[config.mk]
export PLATFORM = sky130hd
export DESIGN_NAME = sfir_rem
export DESIGN_NICKNAME = d
export VERILOG_FILES = /design/src/sfir_rem.sv
export SDC_FILE = /design/constraint.sdc
export NUM_CORES = 1
export LEC_CHECK = 0
export BUFFER_PORTS_ARGS = -buffer_cell sky130_fd_sc_hd__buf_2
export CAP_MARGIN = 25
export CORE_MARGIN = 4
export CORE_UTILIZATION = 41
export DETAILED_ROUTE_END_ITERATION = 8
export GPL_TIMING_DRIVEN = 0
export PLACE_DENSITY = 0.67
export SYNTH_ARGS = -nofsm -noshare
export SYNTH_HDL_FRONTEND = slang
export SYNTH_SLANG_ARGS = --single-unit
[constraint.sdc]
create_clock -name clk -period 1.4 [get_ports clk]
set_input_delay 0.28 -clock clk [delete_from_list [all_inputs] [get_ports clk]]
set_output_delay 0.28 -clock clk [all_outputs]
set_load 0.03 [all_outputs]
[src/sfir_rem.sv]
// Remainder unit: dividend mod a constant divisor by reciprocal multiply and one correction.
`default_nettype none

module sfir_rem #(
  parameter int DW       = 15,
  parameter int DIVISOR  = 32768,
  parameter int INIT_REM = 0,
  localparam int RW      = $clog2(DIVISOR)
) (
  input  wire logic          clk,
  input  wire logic          rst_n,
  input  wire logic          start,
  input  wire logic [DW-1:0] dividend,
  output logic      [RW-1:0] rem,
  output logic               busy
);

  // Quotient estimate floor(x * floor(2^DW / DIVISOR) / 2^DW) is exact or one short
  localparam int XW = ((DW > RW) ? DW : RW) + 1;
  localparam int PW = 2 * DW + 1;
  localparam logic [DW:0]   RECIP = (DW + 1)'((1 << DW) / DIVISOR);
  localparam logic [XW-1:0] DIV_X = XW'(DIVISOR);

  logic [2:0]    phase_r;
  logic [DW-1:0] dv_r;
  logic [PW-1:0] qprod;
  logic [DW-1:0] quo_r;
  logic [XW-1:0] back_prod;
  logic [XW-1:0] part_r;
  logic [RW-1:0] rem_r;
  logic [RW-1:0] rem_nxt;

  assign qprod     = PW'(dv_r) * PW'(RECIP);
  assign back_prod = XW'(quo_r) * DIV_X;
  // Partial remainder is below twice the divisor: one subtract finishes it
  assign rem_nxt   = (part_r >= DIV_X) ? RW'(part_r - DIV_X) : RW'(part_r);

  // Three steps after start: estimate, multiply back, correct
  always_ff @(posedge clk) begin
    if (!rst_n) begin
      phase_r <= '0;
      rem_r   <= RW'(INIT_REM);
    end else if (start) begin
      phase_r <= 3'b001;
    end else begin
      phase_r <= {phase_r[1:0], 1'b0};
      if (phase_r[2]) begin
        rem_r <= rem_nxt;
      end
    end
  end

  // Datapath registers
  always_ff @(posedge clk) begin
    if (start) begin
      dv_r <= dividend;
    end
    if (phase_r[0]) begin
      quo_r <= qprod[2*DW-1:DW];
    end
    if (phase_r[1]) begin
      part_r <= XW'(dv_r) - back_prod;
    end
  end

  assign rem  = rem_r;
  assign busy = (phase_r != '0);

endmodule

`default_nettype wire

Word level (Yosys, flattened, before mapping)

Cells that the tools add are included.
W data, S select, Z words.

Bitwise logic cells: 2
$lt $le $gt $ge: 1
Mux-type cells: 2
Reductions and logical operators: 3
Add/sub/neg operators: 1

Operators with widths:

| cell                    | number |
|---|---|
| $ge A15 B16 Y1 const B  | 1 |
| $mux W15                | 1 |
| $sub A15 B1 Y15 const B | 1 |
| $reduce_bool A3 Y1      | 1 |
| $not A1 Y1              | 2 |
| $reduce_and A2 Y1       | 1 |
| $reduce_or A2 Y1        | 1 |
| $mux W1                 | 1 |

Output and inout bits: 16
Logic and storage cells: 14
Bits in registers: 48
Bits of input ports: 18

Depth between registers and ports, before layout

Depth after elaboration: 2
Gate-level depth with buffers: 4
Mapped depth without buffers: 2

Worst setup path after synthesis

No wires, ideal clock.

Path type: reg2out
Start: register phase_r[1]
End: output busy
Data arrival time: 1.066 ns
Path slack: 0.054 ns
Cell stages (with the launch flop): 2
Buffers on the path: 0
Required time: 1.120 ns
Cells stage by stage: dfxtp_1 > or3_2

Cells in the longest elaborated chain, start to end: 1

RTL lines:

| item                     | RTL line | source |
|---|---|---|
| start: declaration       | 24       | `logic [2:0] phase_r;` |
| start signal: assignment | 46       | `phase_r <= {phase_r[1:0], 1'b0};` |
| $reduce_bool A3 Y1       | 67       | `assign busy = (phase_r != '0);` |
| end: declaration         | 15       | `output logic busy` |

No other way between the ends.

Worst setup path in the final report

Start: register phase_r[2]
End: output busy

The elaborated chain is that of the path after synthesis.

==> results.json <==
{
  "yosys_warnings": 0,
  "antennaDiodeCount": 0,
  "initialDrtViolationCount": 41,
  "grt_setup_unrepaired": "yes",
  "finalHoldViolCount": 0,
  "die_w_um": 70.9,
  "cts_hold_buf": 0,
  "clk_pin_slew_worst_paths_ns": 0.08,
  "dp_hpwl_mm": 1.82,
  "drv_slew": 0,
  "critPathCaptureType": "output pin",
  "clock_path_buffers": 2,
  "hold_path_class": "input pin to register",
  "crit_fanout": 2,
  "drt_wl_total_mm": 2.46,
  "area.growth.synth_to_final_pct": 20.5,
  "io_pins": 34,
  "grt_max_degree": 20,
  "slew_headroom_pct": 74.8,
  "antenna_found_initial": 0,
  "timing.fmax_ghz": 0.707,
  "nets": 162,
  "whs_ns": 0.162,
  "chipHeight_um": 70.9,
  "hold_path_depth": 1,
  "fillCellCount": 330,
  "final_cell_mix": "buf_2 (32), nand2_1 (30), edfxtp_1 (30)",
  "min_from": "dividend[1]",
  "final_common_cell": "buf_2",
  "ir_worst_vdd_v": 0.000665,
  "yosysSeqAreaShare_pct": 77.8,
  "port_buffers": 33,
  "syn_inst": 103,
  "drt_pass1_iterations": 3,
  "fin_skew_ns": 0.00925,
  "r2r-end": "rem[8]",
  "r2r-start": "phase_r[2]",
  "die_area_mm2": 0.00503,
  "drc": 0,
  "worstRegToRegCells": 4,
  "cp.required_ns": 1.12,
  "cts_tree": "yes",
  "cts-buffers-inserted": 5,
  "synthesis.nets": 121,
  "power.density_mw_per_mm2": 1250,
  "gp_congestion": 0.660,
  "row_count": 22,
  "syn_avg_cell_area_um2": 15.7,
  "layout_setup_ws_ns": -0.0150,
  "start_util_pct": 43.3,
  "routedWlPerCell_um": 12.8,
  "start_kind": "register",
  "r2r_slack_ns": 0.35,
  "placement.setup.worst_slack_ns": -0.126,
  "insertion_delay_ns": 0.29,
  "fin_crit_sh_pct": 101,
  "core-area_mm2": 0.00374,
  "min_period_ns": 1.41,
  "place_area_mm2": 0.00185,
  "violations": "setup timing",
  "final_util_pct": 52.2,
  "drtAntennaViolNets": 0,
  "holdPathEnd": "dv_r[1]",
  "ys_seq_elements": 48,
  "num_vias": 853,
  "via_per_inst": 4.42,
  "status": "finished with violations",
  "max_cap_viol_count": 0,
  "first_global_vias": 878,
  "p_leak_nw": 0.761,
  "root_buffer": "clkbuf_8",
  "cts_sinks": 48,
  "cp.arrival_ns": 1.13,
  "grt_pass1_wl_mm": 4.02,
  "synthDistinctLibCells": 11,
  "fin_area_mm2": 0.00195,
  "layout-drive-gt1-share_pct": 33.8,
  "overflow": 0,
  "htreeDepth": 2,
  "critPathKind": "register to output pin",
  "tightest_slew_ns": 0.378,
  "setup_viol": 1,
  "syn-cell-area_mm2": 0.00162,
  "grtUsageTotal_pct": 10.6
}
## cell families (layout without fill, tap and decap cells)
group | count (synthesis) | count (layout) | share of synthesized area [%]
flip-flops | 48 | 48 | 77.8
buffers and inverters | 5 | 47 | 3.55
multiplexers | 15 | 15 | 9.26
AND/OR/NAND/NOR | 35 | 35 | 9.41
## synthesized netlist by cell type
| cell | count | area [um^2] |
|---|---|---|
| nand2_1 | 30 | 113 |
| and2_1 | 1 | 6.26 |
| edfxtp_1 | 30 | 901 |
| dfxtp_1 | 18 | 360 |
| nor2b_2 | 1 | 8.76 |
| or3_2 | 1 | 7.51 |
| buf_6 | 2 | 22.5 |
| and3b_1 | 2 | 17.5 |
| buf_12 | 1 | 20.0 |
| mux2i_1 | 15 | 150 |
| buf_4 | 2 | 15.0 |
## state kept, by name, summed over array words and instances (netlist names)
signal	flops
rem	15
dv_r	15
part_r	15
phase_r	3
## worst max-delay path by stage
stage	from	endpoint	slack, ns	cells past startpoint
floorplan	phase_r[1]	busy	0.05	1
global placement	phase_r[1]	busy	-0.08	2
detailed placement	phase_r[1]	busy	-0.13	2
CTS	phase_r[2]	busy	-0.02	2
global route	phase_r[2]	busy	-0.06	2
finish	phase_r[2]	busy	-0.01	2
## routing by layer
layer / GRT usage, % / wire length [um] / up-vias
met1: 12.0 / 1080 / 388
li1: - / - / 439
met2: 16.6 / 1230 / 24
met4: 4.80 / 14 / 0
met5: 0 / 0 / -
met3: 5.54 / 142 / 2
## metrics by stage
stage | std cells | power, W | TNS (ns)
after CTS | 193 | 0.00246 | -0.0225
after global placement | 184 | 0.00168 | -0.0849
after detailed placement | 184 | 0.00169 | -0.126
final | 193 | 0.00244 | -0.0150
after global routing | 193 | 0.00254 | -0.0619
after floorplan | 103 | 0.00164 | 0
## where the power goes
group | switching, W | internal [W] | total [W]
Clock | 0.000421 | 0.000357 | 0.000778
Sequential | 0.0000141 | 0.00155 | 0.00157
Combinational | 0.0000497 | 0.0000394 | 0.0000892
## worst max-delay path, stage by stage, from the launching register on
cell	delay, ns
dfxtp_2	0.32
or3_4	0.38
buf_6	0.15
## final cells by class
cell class              instances  area [um^2]  area share [%]
plain buffers                   5         57.6            2.94
repair buffers                 34          179            9.15
clock inverters                 1         8.76           0.448
clock buffers                   7         76.3            3.91
flip-flops and latches         48         1270            64.8
well taps                      48         60.1            3.07
multi-input cells              50          307            15.7
## repair_timing
item	in CTS	in global routing
buffers inserted	1	0
pin swaps	1	0
gates resized for setup	5	1
endpoints found under the setup margin	1	1
No activity file was read; power rests on OpenSTA's default activity.
