**src/sfir_pkg.sv**
```systemverilog
// Shared widths, register indexes and the cell link type of the strided FIR filter.
`default_nettype none

package sfir_pkg;

  // Fixed field widths
  localparam int PIX_W      = 8;
  localparam int COEF_W     = 16;
  localparam int ACC_W      = 16;
  localparam int PROD_W     = PIX_W + COEF_W;
  localparam int NUM_COEF   = 16;
  localparam int TAP_CNT_W  = 5;
  localparam int SPACING_W  = 12;
  localparam int CFG_IDX_W  = 3;
  localparam int CFG_DATA_W = 64;

  // Parameter defaults for the top level
  localparam int MAX_TAPS_DEF    = 16;
  localparam int MAX_SPACING_DEF = 2048;
  localparam int DELAY_DEPTH_DEF = 32768;

  // Configuration register indexes
  localparam logic [CFG_IDX_W-1:0] REG_TAP_COUNT   = 3'd0;
  localparam logic [CFG_IDX_W-1:0] REG_TAP_SPACING = 3'd1;
  localparam logic [CFG_IDX_W-1:0] REG_COEF_0      = 3'd2;
  localparam logic [CFG_IDX_W-1:0] REG_COEF_1      = 3'd3;
  localparam logic [CFG_IDX_W-1:0] REG_COEF_2      = 3'd4;
  localparam logic [CFG_IDX_W-1:0] REG_COEF_3      = 3'd5;

  // Partial sum handed from one cell to the next
  typedef struct packed {
    logic             vld;
    logic [ACC_W-1:0] acc;
  } link_t;

endpackage

`default_nettype wire

```
**src/sfir_cell.sv**
```systemverilog
// One tap cell: adds the high byte of pixel times coefficient to the passing sum.
`default_nettype none

module sfir_cell
  import sfir_pkg::*;
(
  input  wire logic              clk,
  input  wire logic              rst_n,
  input  wire link_t             prev,
  input  wire logic [PIX_W-1:0]  pixel,
  input  wire logic [COEF_W-1:0] coef,
  output link_t                  nxt
);

  logic [PROD_W-1:0] prod;
  logic [PIX_W-1:0]  term;
  logic              vld_r;
  logic [ACC_W-1:0]  acc_r;

  // Q16 product, keep only the integer part
  assign prod = PROD_W'(pixel) * PROD_W'(coef);
  assign term = prod[PROD_W-1 -: PIX_W];

  always_ff @(posedge clk) begin
    if (!rst_n) begin
      vld_r <= 1'b0;
    end else begin
      vld_r <= prev.vld;
    end
  end

  // Sum wraps at ACC_W bits
  always_ff @(posedge clk) begin
    if (prev.vld) begin
      acc_r <= prev.acc + {{(ACC_W-PIX_W){1'b0}}, term};
    end
  end

  always_comb begin
    nxt.vld = vld_r;
    nxt.acc = acc_r;
  end

endmodule

`default_nettype wire
```
**config.mk**
```make
export PLATFORM = sky130hd
export DESIGN_NAME = sfir_cell
export DESIGN_NICKNAME = d
export VERILOG_FILES = /design/src/sfir_pkg.sv /design/src/sfir_cell.sv
export SDC_FILE = /design/constraint.sdc
export NUM_CORES = 1
export LEC_CHECK = 0
export ABC_AREA = 1
export BUFFER_PORTS_ARGS = -buffer_cell sky130_fd_sc_hd__buf_2
export CORE_ASPECT_RATIO = 1.5
export CORE_MARGIN = 2
export CORE_UTILIZATION = 65
export CTS_BUF_LIST = sky130_fd_sc_hd__clkbuf_2 sky130_fd_sc_hd__clkbuf_4 sky130_fd_sc_hd__clkbuf_8
export CTS_CLUSTER_SIZE = 20
export DETAILED_ROUTE_END_ITERATION = 8
export GPL_ROUTABILITY_DRIVEN = 0
export GPL_TIMING_DRIVEN = 1
export PLACE_DENSITY = 0.88
export RECOVER_POWER = 50
export SLEW_MARGIN = 25
export SYNTH_ARGS = -nofsm -noshare
export SYNTH_HDL_FRONTEND = slang
export SYNTH_SLANG_ARGS = --single-unit
```
**constraint.sdc**
```tcl
create_clock -name clk -period 12.5 [get_ports clk]
set_input_delay 0.625 -clock clk [delete_from_list [all_inputs] [get_ports clk]]
set_output_delay 0.625 -clock clk [all_outputs]
set_load 0.1 [all_outputs]
```
==> Word-level counts from Yosys, hierarchy flattened <==
Cells that the tools add are included.
{ "totals": {"inputBits": 43, "output_inout_bits": 17, "wordCells": 4, "register_bits": 17} }
{ "op_classes": {"multipliers": 1, "add_sub_neg": 1} }
{ "op_table": {"columns": ["operator", "n"], "rows": [
  ["$mul A8 B16 Y24", 1],
  ["$add A16 B8 Y16", 1]
]} }

==> Depth between registers and ports, before layout <==
{ "logic_depth": {"depth_word": 2, "ltp_mapped": 34, "mapped_depth_nobuf": 32} }

==> Least setup slack after synthesis <==
Ideal clock, no wire load.
{ "synth_timing": {"kind": "input to register", "from": "input port pixel[7]", "to": "register acc_r[14], data pin", "arrival_time_ns": 5.535, "n_path_buf": 2, "setup_ns": 0.253, "cell_stages": 27, "setup_slack_ns": 6.713, "required_ns": 12.247, "cell_sequence": "clkbuf_1 -> clkbuf_1 -> nand2_1 -> fa_1 -> fa_1 -> inv_1 -> fa_1 -> inv_1 -> fa_1 -> inv_1 -> ha_1 -> nand2_1 -> o21a_1 -> o31ai_1 -> nand2_1 -> nand2_1 -> nand2_1 -> nand2_1 -> ha_1 -> inv_1 -> fa_1 -> o21ai_1 -> a21oi_1 -> o21ai_2 -> nand3_1 -> nand2_1 -> nand2_1"} }
{ "synth_via": {"elab_chain_len": 2} }
{ "synth_lines": {"columns": ["element", "line", "source"], "rows": [
  ["start: declaration", "sfir_cell.sv:10", "input wire logic [PIX_W-1:0] pixel,"],
  ["$mul A8 B16 Y24", "sfir_cell.sv:21", "assign prod = PROD_W'(pixel) * PROD_W'(coef);"],
  ["$add A16 B8 Y16", "sfir_cell.sv:35", "acc_r <= prev.acc + {{(ACC_W-PIX_W){1'b0}}, term};"],
  ["end signal: assignment", "sfir_cell.sv:35", null],
  ["end: declaration", "sfir_cell.sv:18", "logic [ACC_W-1:0] acc_r;"]
]} }
No other way between the ends.
A chain may end at the register's enable or synchronous reset.

==> Final worst setup path <==
{ "layout_timing": {"from": "input port pixel[7]", "to": "register acc_r[12], data pin"} }
The elaborated chain is that of the path after synthesis.

==> impl_results.md <==
- Layout Cells excl Fill: 900
- Core area: 8010 um^2
- Starting Density: 66.8%
- Slew headroom: 22.6%
- Post-Place Worst Slack: 6490 ps
- RSZ-0062 raised after global routing: no
- Pint: 473 uW
- Worst path max stage delay: 560 ps
- Clock share of power: 3.6%
- Crit path capture type: flip-flop
- Asr flop ratio synth: 0%
- Hold crit path type: in -> reg
- Hold Vio Cnt, Final: 0
- Nets: 973
- Sequential power share: 9.3%
- Number of synthesized flops with an enable pin: 16
- Crit-path cells: buf_2 -> nand2_1 -> fa_1 -> inv_1 -> fa_1 -> fa_1 -> inv_1 -> fa_1 -> inv_1 -> ha_1 -> nand2_1 -> nor2_1 -> and2_1 -> nand4_1 -> nand3_1 -> nand2_1 -> ha_1 -> nand2_1 -> nor2_1 -> o21ai_0 -> nand3_1 -> nand2_1 -> xnor2_1
- DRT Pass-1 Iters: 5
- Num Clock Sinks: 17
- Wire length per cell: 13.2 um
- Cts repair resizes: 0
- Fin Setup TNS: 0 ps
- Switching Power: 716 uW
- TritonCTS clock tree: done
- CTS Root Cell: clkbuf_8
- Crit path time final: 5840 ps
- Count of state elements after synthesis: 17
- Worst-path fanout max: 16
- Dpl cell area: 5670 um^2
- Cts bufs inserted: 3
- Slowest cell on crit path: fa_1
- Top delay family on crit path: adder cells
- Ys flop type: edfxtp_1
- Synth area leaders: fa_1 31%, inv_1 16%, nand2_1 15%
- Max Cap Viol: 0
- Startpoint types: input port
- I/O pins: 60
- FMAX: 171 MHz
- Setup CP Type: in -> reg
- Die ar.: 8990 um^2
- Placed Cells: 896
- Post-route DRC: 0
- Switch share: 60.2%
- Combinational share of power: 87.1%
- Sequential fraction of the synthesis area: 9.35%
- Share of layout cells above drive strength 1: 7.80%
- I/O Buffers: 59
- Synth Cell Area: 5350 um^2
- Worst-margin pin slew: 1170 ps
- Total power: 1190 uW
- Count leader, synth: inv_1
- Via count: 4703
- Unique masters post-synth: 32
- Clock buffer depth: 2
- Worst path arrival time: 5840 ps
- Final worst path period share: 46.7%
- YS warnings: 0
- Syn_nets: 938
- Setup WS post-layout: 6660 ps
- Peak supply drop: 0.000226 V
- H-tree depth: 1
- DIE HEIGHT: 115 um
- Die Wd: 78.1 um
- Vias in the first global route: 5031
- Power per standard cell area: 208 nW/um^2
- DRT iter0 DRCs: 281
- LEAKAGE: 0.00363 uW
- First-pass GRT wire length: 20.8 mm
- Mean Syn Cell Area: 7.03 um^2
- Final instance area: 5700 um^2
- Post-DP HPWL: 10.2 mm
- Synth Instances: 761
- Post-synth top cells: 224 x inv_1, 220 x nand2_1, 84 x fa_1
- CP required: 12510 ps
- Largest net degree at the start of global routing: 18
- Initial antenna violation count: 0
- Number of nets with antenna violations after routing: 0
- Yosys top cell area share: 31.4%
- Clock slew at reported path FFs: 60 ps
- CP most frequent cell: nand2_1
- GRT overflow: 0
- Status: finished, final reports clean
- P&R area growth vs syn: 6.57%
- Critical path buffers and inverters: 4
- DRT Wirelength: 11.8 mm
- ANT cells: 0
- Count of final setup violators: 0
- Pins Over Slew Limit: 0
- Setup repair bufs after CTS: 0
- Post-DR vias/cell: 5.23
- Dominant cell type by area after synthesis: fa_1
- Rows: 40
- CTS Hold Bufs: 0
- GRT Total Usage: 28.4%
-- kinds of logic after synthesis --
logic type / Yosys count / share of synthesized area (%)
XOR/XNOR: 14 / 2.29
AND/OR/NAND/NOR: 296 / 22.3
adder cells (fa/ha/maj): 134 / 43.1
flip-flops: 17 / 9.35
buffers and inverters: 253 / 17.8
AO/OA/AOI/OAI: 47 / 5.19
-- layer usage --
| metal | up-vias | share of wire (%) | GRT usage [%] |
|---|---|---|---|
| li1 | 2263 | - | - |
| met1 | 2211 | 37 | 31.6 |
| met2 | 189 | 55 | 55.6 |
| met3 | 40 | 5.3 | 1.73 |
| met4 | 0 | 3.4 | 11.7 |
| met5 | - | 0 | 0 |
-- stage by stage --
step                      util (%)  hold slack [ps]
final                         71.2              559
after global routing          71.2              571
after CTS                     71.4              557
after detailed placement      70.8              818
after global placement        70.8              810
after floorplan                  -              718
-- state kept, by name (all words and copies together) (netlist names) --
| register | flops |
|---|---|
| acc_r | 16 |
| vld_r | 1 |
-- tightest hold or removal path, cell delays in order --
cell	delay [ps]
buf_2	80
nand2_1	40
inv_1	40
-- path summary, 6_finish.rpt --
check | startpoint | endpoint | cells after the start
setup / recovery | pixel[7] | acc_r[12] | 23
hold / removal | rst_n | vld_r | 3
-- final cells by class --
| type | count | area [um^2] |
|---|---|---|
| tap | 105 | 131 |
| inverter | 224 | 841 |
| timing repair buffer | 59 | 284 |
| fill | 660 | 2300 |
| sequential | 17 | 500 |
| clock buffer | 4 | 48.8 |
| multi-input combinational | 491 | 3900 |
-- placed cells by master, fill, tap and decap left out, types with 3 or more instances in the layout --
master,count
buf_2,50
ha_1,50
a21oi_1,21
a21boi_0,3
nand3b_1,3
nand2_1,220
nand4_1,8
o21ai_0,10
fa_1,84
nand3_1,18
edfxtp_1,16
clkbuf_8,3
xor2_1,9
nor3_1,4
nand2_2,3
xnor2_1,5
nor2_1,35
inv_1,224
clkbuf_1,9
a21o_1,4
-- power groups by stage --
stage          clock network, uW  registers, uW  logic [uW]
2_1_floorplan                  0            247         687
3_3_place_gp                   0            111         985
3_5_place_dp                   0            112        1020
4_1_cts                     43.1            111        1030
5_1_grt                     46.9            112        1160
6_report                    43.1            111        1030
Note: power is estimated with default switching activity, not from simulation.
